## src/design/tdpt_pkg.sv

```systemverilog
// Package: widths and constants shared by the trial-division prime tester.
package tdpt_pkg;

	// Width of the candidate value.
	localparam int VALUE_WIDTH = 16;

	// Divisor width: holds one past floor(sqrt(2^VALUE_WIDTH - 1)).
	localparam int D_W = (VALUE_WIDTH + 1) / 2 + 1;

	// Width of the running divisor square.
	localparam int SQ_W = 2 * D_W;

	// Bit counter of the serial remainder unit.
	localparam int CNT_W = $clog2(VALUE_WIDTH);

	// Smallest prime, also the first trial divisor.
	localparam int MIN_PRIME = 2;

endpackage

```

## src/design/trial_division_prime_test_top.sv

```systemverilog
// Top level: trial-division primality tester with a shared bit-serial remainder unit.
//
//  channel | dir | handshake            | payload
//  --------+-----+----------------------+-------------------------------------
//  in      | in  | in_valid / in_stall  | candidate [VALUE_WIDTH-1:0] unsigned
//  out     | out | out_valid / out_stall| prime_flag (1 = prime)
//
// Each divisor d = 2, 3, ... takes one square test followed by a pass of the
// restoring remainder unit (one candidate bit per cycle); the search stops
// at the first exact divisor or once d*d passes the candidate.
// in_stall is high from the accepted beat until the verdict enters the output
// register, which holds it while out_stall is high. Reset clears control only.
module trial_division_prime_test_top (
	input  logic                             clk,
	input  logic                             arst_n,
	input  logic                             in_valid,
	output logic                             in_stall,
	input  logic [tdpt_pkg::VALUE_WIDTH-1:0] candidate,
	output logic                             out_valid,
	input  logic                             out_stall,
	output logic                             prime_flag
);

	typedef enum logic [1:0] {
		ST_IDLE,
		ST_TEST,
		ST_DIV,
		ST_FINISH
	} state_t;

	state_t                           state_q;
	logic [tdpt_pkg::VALUE_WIDTH-1:0] cand_q;   // candidate under test
	logic [tdpt_pkg::VALUE_WIDTH-1:0] shift_q;  // candidate bits fed MSB first
	logic [tdpt_pkg::D_W-1:0]         d_q;      // current trial divisor
	logic [tdpt_pkg::SQ_W-1:0]        sq_q;     // d_q * d_q, kept incrementally
	logic [tdpt_pkg::D_W-1:0]         rem_q;    // partial remainder
	logic [tdpt_pkg::CNT_W-1:0]       cnt_q;    // bits left in this division, minus one
	logic                             verdict_q;
	logic                             out_valid_q;
	logic                             flag_q;

	// Shared remainder step: bring in one candidate bit, subtract d if it fits.
	logic [tdpt_pkg::D_W:0]   trial;
	logic                     fits;
	logic [tdpt_pkg::D_W-1:0] rem_next;

	assign trial    = {rem_q, shift_q[tdpt_pkg::VALUE_WIDTH-1]};
	assign fits     = trial >= {1'b0, d_q};
	assign rem_next = fits ? tdpt_pkg::D_W'(trial - {1'b0, d_q})
	                       : tdpt_pkg::D_W'(trial);

	assign in_stall   = (state_q != ST_IDLE);
	assign out_valid  = out_valid_q;
	assign prime_flag = flag_q;

	always_ff @(posedge clk or negedge arst_n) begin
		if (!arst_n) begin
			state_q     <= ST_IDLE;
			out_valid_q <= 1'b0;
			verdict_q   <= 1'b0;
			flag_q      <= 1'b0;
		end else begin
			// Finish state reloads the output register itself.
			if (out_valid_q && !out_stall && state_q != ST_FINISH) begin
				out_valid_q <= 1'b0;
			end
			case (state_q)
				ST_IDLE: begin
					if (in_valid) begin
						if (candidate < tdpt_pkg::VALUE_WIDTH'(tdpt_pkg::MIN_PRIME)) begin
							verdict_q <= 1'b0;
							state_q   <= ST_FINISH;
						end else begin
							state_q <= ST_TEST;
						end
					end
				end
				ST_TEST: begin
					// No divisor up to sqrt(candidate) found: prime.
					if (sq_q > tdpt_pkg::SQ_W'(cand_q)) begin
						verdict_q <= 1'b1;
						state_q   <= ST_FINISH;
					end else begin
						state_q <= ST_DIV;
					end
				end
				ST_DIV: begin
					if (cnt_q == '0) begin
						if (rem_next == '0) begin
							verdict_q <= 1'b0;
							state_q   <= ST_FINISH;
						end else begin
							state_q <= ST_TEST;
						end
					end
				end
				ST_FINISH: begin
					if (!out_valid_q || !out_stall) begin
						flag_q      <= verdict_q;
						out_valid_q <= 1'b1;
						state_q     <= ST_IDLE;
					end
				end
				default: begin
					state_q <= ST_IDLE;
				end
			endcase
		end
	end

	// Datapath registers of the search; no reset needed.
	always_ff @(posedge clk) begin
		case (state_q)
			ST_IDLE: begin
				cand_q <= candidate;
				d_q    <= tdpt_pkg::D_W'(tdpt_pkg::MIN_PRIME);
				sq_q   <= tdpt_pkg::SQ_W'(tdpt_pkg::MIN_PRIME * tdpt_pkg::MIN_PRIME);
			end
			ST_TEST: begin
				shift_q <= cand_q;
				rem_q   <= '0;
				cnt_q   <= tdpt_pkg::CNT_W'(tdpt_pkg::VALUE_WIDTH - 1);
			end
			ST_DIV: begin
				rem_q   <= rem_next;
				shift_q <= {shift_q[tdpt_pkg::VALUE_WIDTH-2:0], 1'b0};
				cnt_q   <= cnt_q - tdpt_pkg::CNT_W'(1);
				if (cnt_q == '0) begin
					// (d+1)^2 = d^2 + 2d + 1
					sq_q <= sq_q + (tdpt_pkg::SQ_W'(d_q) << 1) + tdpt_pkg::SQ_W'(1);
					d_q  <= d_q + tdpt_pkg::D_W'(1);
				end
			end
			default: begin
			end
		endcase
	end

	// Running square must track the divisor at every test.
	assert property (@(posedge clk) disable iff (!arst_n)
		state_q == ST_TEST |-> sq_q == tdpt_pkg::SQ_W'(d_q) * tdpt_pkg::SQ_W'(d_q))
		else $error("divisor square out of step");

	// Partial remainder stays below the divisor during division.
	assert property (@(posedge clk) disable iff (!arst_n)
		state_q == ST_DIV |-> rem_q < d_q)
		else $error("partial remainder not below divisor");

	// A new verdict only comes out of the finish state.
	assert property (@(posedge clk) disable iff (!arst_n)
		$rose(out_valid_q) |-> $past(state_q == ST_FINISH))
		else $error("result beat without finished search");

	// A prime verdict never goes with a divisor that was tested too early.
	assert property (@(posedge clk) disable iff (!arst_n)
		state_q == ST_FINISH && verdict_q |-> sq_q > tdpt_pkg::SQ_W'(cand_q))
		else $error("prime verdict before square bound reached");

endmodule
```

## config.mk

```make
export PLATFORM = sky130hd
export DESIGN_NAME = trial_division_prime_test_top
export DESIGN_NICKNAME = d
export VERILOG_FILES = /design/src/design/tdpt_pkg.sv /design/src/design/trial_division_prime_test_top.sv
export SDC_FILE = /design/constraint.sdc
export NUM_CORES = 1
export LEC_CHECK = 0
export BUFFER_PORTS_ARGS = -buffer_cell sky130_fd_sc_hd__buf_4
export CORE_MARGIN = 1
export CORE_UTILIZATION = 60
export DETAILED_ROUTE_END_ITERATION = 8
export HOLD_SLACK_MARGIN = 0.1
export PLACE_DENSITY = 0.87
export SLEW_MARGIN = 10
export SYNTH_ARGS = -nofsm -noshare
export SYNTH_HDL_FRONTEND = slang
export SYNTH_SLANG_ARGS = --single-unit
```

## constraint.sdc

```tcl
create_clock -name clk -period 11.45 [get_ports clk]
set_clock_uncertainty 0.05 [all_clocks]
set_input_delay 2.29 -clock clk [delete_from_list [all_inputs] [get_ports clk]]
set_output_delay 2.29 -clock clk [all_outputs]
set_load 0.01 [all_outputs]
```

Yosys cells after proc, flatten, opt, wreduce, memory -nomap -nowiden
Cells that the tools add are included.
{"block": "word_totals", "inputBits": 20, "regBits": 77, "word_cells": 68}
{"block": "op_classes", "n_reduce_logical": 16, "mux": 24, "n_addsub": 5, "eq_ne": 10, "n_lt_le_gt_ge": 3}
{"operator": "one-hot mux 18 bit (2 select lines)", "n": 1}
{"operator": "one-hot mux 9 bit (2 select lines)", "n": 2}
{"operator": "one-hot mux 16 bit (2 select lines)", "n": 1}
{"operator": "adder 18 x 1 -> 18 bit (second input constant)", "n": 1}
{"operator": "adder 18 x 10 -> 18 bit", "n": 1}
{"operator": "greater-than comparator 18 x 16 -> 1 bit", "n": 1}
{"operator": "two-way mux 18 bit", "n": 1}
{"operator": "two-way mux 9 bit", "n": 2}
{"operator": "less-than comparator 16 x 2 -> 1 bit (second input constant)", "n": 1}
{"operator": "inequality test 2 bit (second input constant)", "n": 7}
{"operator": ">= comparator 10 x 9 -> 1 bit", "n": 1}
{"operator": "two-way mux 2 bit", "n": 5}
{"operator": "adder 9 x 1 -> 9 bit (second input constant)", "n": 1}
{"operator": "logical NOT 9 bit", "n": 1}
{"operator": "two-way mux 1 bit", "n": 9}
{"operator": "subtractor 9 bit", "n": 1}
{"operator": "one-hot mux 2 bit (4 select lines)", "n": 1}
{"operator": "one-hot mux 4 bit (2 select lines)", "n": 1}
{"operator": "AND reduction 6 bit", "n": 1}
{"operator": "nonzero test 2 bit", "n": 3}
{"operator": "equality test 2 bit (second input constant)", "n": 2}
{"operator": "logical NOT 4 bit", "n": 1}
{"operator": "AND reduction 2 bit", "n": 2}
{"operator": "subtractor 4 x 1 -> 4 bit (second input constant)", "n": 1}
{"operator": "8 further kinds", "n": 10}

Depth between registers and ports, before layout
{"block": "depth", "word_depth": 6, "mapped_depth": 11, "ltp_nobuf": 11}

Worst setup path before layout
Ideal clock, no wire load.
{"block": "synth_path", "kind": "reg2reg", "startpoint": "register state_q[0]", "endpoint": "register d_q[0] in the netlist's numbering (enable)", "synth_period_minus_slack_ps": 3775, "slack_ps": 7675, "t_arrival_ps": 3277, "path_stages_with_launch": 5, "path_cell_list": "dfrtp_1 > inv_1 > ha_1 > inv_1 > o21ai_0"}
{"block": "synth_between", "elab_chain_len": 3, "elab_cells_between_ends": 5}
{"element": "start: declaration", "line_no": "trial_division_prime_test_top.sv:31", "rtl": "state_t state_q;"}
{"element": "start signal: assignment", "line_no": "trial_division_prime_test_top.sv:58", "rtl": "state_q <= ST_IDLE;"}
{"element": "start signal: assignment", "line_no": "trial_division_prime_test_top.sv:72", "rtl": "state_q <= ST_FINISH;"}
{"element": "start signal: assignment", "line_no": "trial_division_prime_test_top.sv:74", "rtl": "state_q <= ST_TEST;"}
{"element": "equality test 2 bit or logical NOT 2 bit (tied branches)", "line_no": "trial_division_prime_test_top.sv:113", "rtl": "case (state_q)"}
{"element": "inequality test 2 bit (no line) or nonzero test 2 bit (tied branches)"}
{"element": "AND reduction 2 bit (no line) (*)"}
{"element": "end signal: assignment", "line_no": "trial_division_prime_test_top.sv:116", "rtl": "d_q <= tdpt_pkg::D_W'(tdpt_pkg::MIN_PRIME);"}
{"element": "end signal: assignment", "line_no": "trial_division_prime_test_top.sv:131", "rtl": "d_q <= d_q + tdpt_pkg::D_W'(1);"}
{"element": "end: declaration", "line_no": "trial_division_prime_test_top.sv:34", "rtl": "logic [tdpt_pkg::D_W-1:0] d_q;"}
Every way passes the cells marked *; elsewhere a longest branch is shown, timed or not.
A chain may end at the register's enable or synchronous reset.

Worst setup path after layout
{"block": "layout_path", "startpoint": "register state_q[0]", "endpoint": "output port in_stall"}
{"block": "layout_between", "elab_chain_len": 1}
{"element": "nonzero test 2 bit", "line_no": "trial_division_prime_test_top.sv:52", "rtl": "assign in_stall = (state_q != ST_IDLE);"}
{"element": "end: declaration", "line_no": "trial_division_prime_test_top.sv:17", "rtl": "output logic in_stall,"}
No other way between the ends.

==> impl_metrics.csv <==
group,metric,value,unit
yosys,synth_compound_area_share,13.3,%
pwr,ir_drop,155,uV
pwr,sw_frac_of_total,41.9,%
drt,detail_route.first_pass.iterations,5,
die,initial_core_util,62.3,%
clock_tree,cts_tree,"done",
final_layout,seqCellArea,2290,sq um
die,core_area,7290,sq um
drt,wl_per_cell,16.5,um
pwr,powerDensity,313,nW/um^2
yosys,synth_fp_nets,491,
pwr,power.internal,0.916,mW
placement,hpwl,6.71,mm
clock_tree,clockBufferDepth,2,
grt,overflow,0,
yosys,avgSynthCellArea,10.6,sq um
clock_tree,worstSkewPairLatency,0.35,ns
yosys,synth_xor_area_share,4.43,%
min_path,hold_class,"reg -> reg",
critical_path,end_kind,"primary output",
grt,met1_usage,30.8,%
pwr,power_frac_comb,49.3,%
final_layout,finalNetCount,519,
pwr,power_frac_clock,14.4,%
final_layout,antenna_cells,0,
clock_tree,cts_hold_buf,0,
clock_tree,cts_buffers,9,
flow_run,cap_viol_max_count,0,
pwr,power_frac_seq,36.3,%
final_layout,final_common_cell,"edfxtp_1",
grt,use_met2,46.7,%
yosys,ys.flop_type,"edfxtp_1",
yosys,synth_cells,428,
final_layout,final_layout_size_suffix_gt1_share,10.6,%
clock_tree,clock-root-buffer,"clkbuf_8",
grt,grt_busiest_layer,"met2",
yosys,synthAdderAreaFrac,12.2,%
grt,grt_pass1_wl,15.2,mm
drt,drc,0,
yosys,synth-edff-count,72,
placement,port-buffer-count,22,
timing,post-route-period-util,38.5,%
grt,use_met3,5.91,%
timing,rsz0062_at_grt,"no",
die,die_w,89.0,um
yosys,synth_top_family_by_area,"simple AND/OR/NAND/NOR gates",
clock_tree,post_cts_buffers,0,
run_status,status,"completed",
drt,dr.first_iter.drc_count,261,
die,die_h,89.0,um
final_layout,multi_input_area,2090,sq um
grt,grt_max_degree,41,
critical_path,crit_type,"reg -> out",
final_layout,n_fill_cell,522,
yosys,synth_area,4540,sq um
pwr,p_switching,0.662,mW
timing,finalHoldViolations,0,
timing,finalMaxSlewViolations,0,
timing,setup_tns,0,ns
clock_tree,cts.clk_slew.worst_paths,0.09,ns
grt,grt_pass1_vias,3294,
yosys,ys_ff_latch,77,
pwr,power,1.58,mW
timing,finalCriticalPeriod,4.41,ns
drt,vias,3354,
clock_tree,clock_sinks,77,
timing,fmax,227,MHz
die,die-area,7920,sq um
critical_path,arrival,2.07,ns
critical_path,cp.required,9.11,ns
die,rows,31,
timing,finalSetupViolations,0,
grt,antenna_found_initial,0,
yosys,yosys.area_share.simple,14.7,%
timing,worstMarginPinSlew,1.18,ns
yosys,yosysWarnings,0,
clock_tree,h-tree-depth,3,
final_layout,final_cell_mix,"72 x edfxtp_1, 41 x ha_1, 37 x inv_1, 36 x nand2_1, 34 x o21ai_0",
yosys,synth_mux_area_share,1.32,%
critical_path,startpoint_type,"flip-flop",
placement,place_congestion,0.863,
yosys,yosysUniqueCellTypes,50,
grt,track_usage,26.1,%
critical_path,crit_path_max_fanout,20,
pwr,leakagePower,2.02,nW
drt,vias_per_cell,5.99,
drt,wl,9.24,mm
yosys,ys_seq_area_share,50.3,%
final_layout,area_growth,11.0,%
drt,detail-route-antenna-nets,0,
timing,slew_headroom,21.1,%
die,io_pins,23,
clock_tree,post_cts_resized,0,
yosys,ys_async_sr_fraction,6.49,%
[Yosys cell counts, types with 2 or more instances]
master / number / share of area, %
nand2b_1: 6 / 0.83
nand4_1: 5 / 0.69
nor2_1: 30 / 2.5
mux2i_1: 6 / 1.3
nor3_1: 10 / 1.1
or2_2: 3 / 0.41
ha_1: 41 / 11
o31ai_1: 2 / 0.33
xor2_1: 7 / 1.3
inv_1: 37 / 3.1
or4_4: 2 / 0.50
and3_1: 3 / 0.41
a211o_1: 2 / 0.39
xnor2_1: 16 / 3.1
a2111oi_0: 2 / 0.39
a211oi_1: 3 / 0.50
fa_1: 2 / 0.88
clkbuf_1: 6 / 0.50
nor4_1: 5 / 0.69
and2_1: 4 / 0.55
nor2b_1: 5 / 0.69
a21o_1: 7 / 1.2
o221ai_1: 2 / 0.39
o21ai_0: 35 / 3.9
nand2_1: 36 / 3.0
or3_1: 9 / 1.2
a311oi_1: 2 / 0.39
o21a_1: 2 / 0.33
a21oi_1: 28 / 3.1
a31oi_1: 3 / 0.41
nand3_1: 12 / 1.3
o22ai_1: 2 / 0.28
dfrtp_1: 5 / 2.8
edfxtp_1: 72 / 48
[worst max-delay path, stage by stage (launching register included)]
cell,delay (ns)
dfrtp_1,0.44
inv_1,0.13
ha_1,0.73
inv_1,0.22
buf_4,0.21
[worst paths after layout]
path | from | to | slack (ns) | cells after the start
worst max-delay path | state_q[0]$_DFFE_PN0P_ | in_stall | 7.04 | 4
worst min-delay path | prime_flag$_DFFE_PN0P_ | prime_flag$_DFFE_PN0P_ | 0.45 | 2
worst max register to register | d_q[0]$_SDFFCE_PN0P_ | rem_q[8]$_SDFFCE_PN0P_ | 8.19 | 9
worst min register to register | prime_flag$_DFFE_PN0P_ | prime_flag$_DFFE_PN0P_ | 0.45 | 2
max in group asynchronous | arst_n | state_q[0]$_DFFE_PN0P_ | 9.57 | 1
min in group asynchronous | arst_n | out_valid$_DFF_PN0_ | 1.67 | 1
[metal layers]
metal  share of wire, %  vias up
met4                2.4        0
li1                   -     1623
met1                 42     1606
met3                5.4       23
met2                 50      102
met5                  0        -
[sequential cells by signal, summed over array words and instances (netlist names)]
| name | cells |
|---|---|
| d_q | 9 |
| state_q | 2 |
| out_valid | 1 |
| rem_q | 9 |
| cnt_q | 4 |
| cand_q | 16 |
| sq_q | 18 |
| prime_flag | 1 |
| shift_q | 16 |
| verdict_q | 1 |
[final cells by class]
type                       instances  share of cell area (%)
clock buffer                       9                    2.46
clock inverter                     7                    1.91
inverter                          38                    2.83
multi-input combinational        306                    41.4
sequential                        77                    45.3
tap                               99                    2.46
timing repair buffer              24                    3.57
[stage by stage]
step           utilization (%)  hold WS (ns)  worst slack, ns  area (sq um)  std cells
2_1_floorplan                -         0.450             7.67          4540        428
3_3_place_gp              66.2         0.416             7.46          4820        544
3_5_place_dp              66.2         0.443             7.37          4820        544
4_1_cts                   69.2         0.464             7.01          5040        560
5_1_grt                   69.2         0.503             6.83          5040        560
6_report                  69.2         0.454             7.04          5040        560
[cells by family after synthesis]
logic type | count (synthesis)
flops | 77
simple gates | 135
buf+inv | 45
fa+ha+maj | 43
xor+xnor | 23
compound gates | 99
mux | 6
[power groups by stage]
stage               Clock [mW]  Combinational [mW]  Sequential (mW)
finish                   0.227               0.777            0.573
global route             0.241               0.869            0.587
CTS                      0.230               0.774            0.571
detailed placement           0               0.764            0.576
global placement             0               0.731            0.571
floorplan                    0               0.598            0.548
Power figures use the tool's default switching activity.
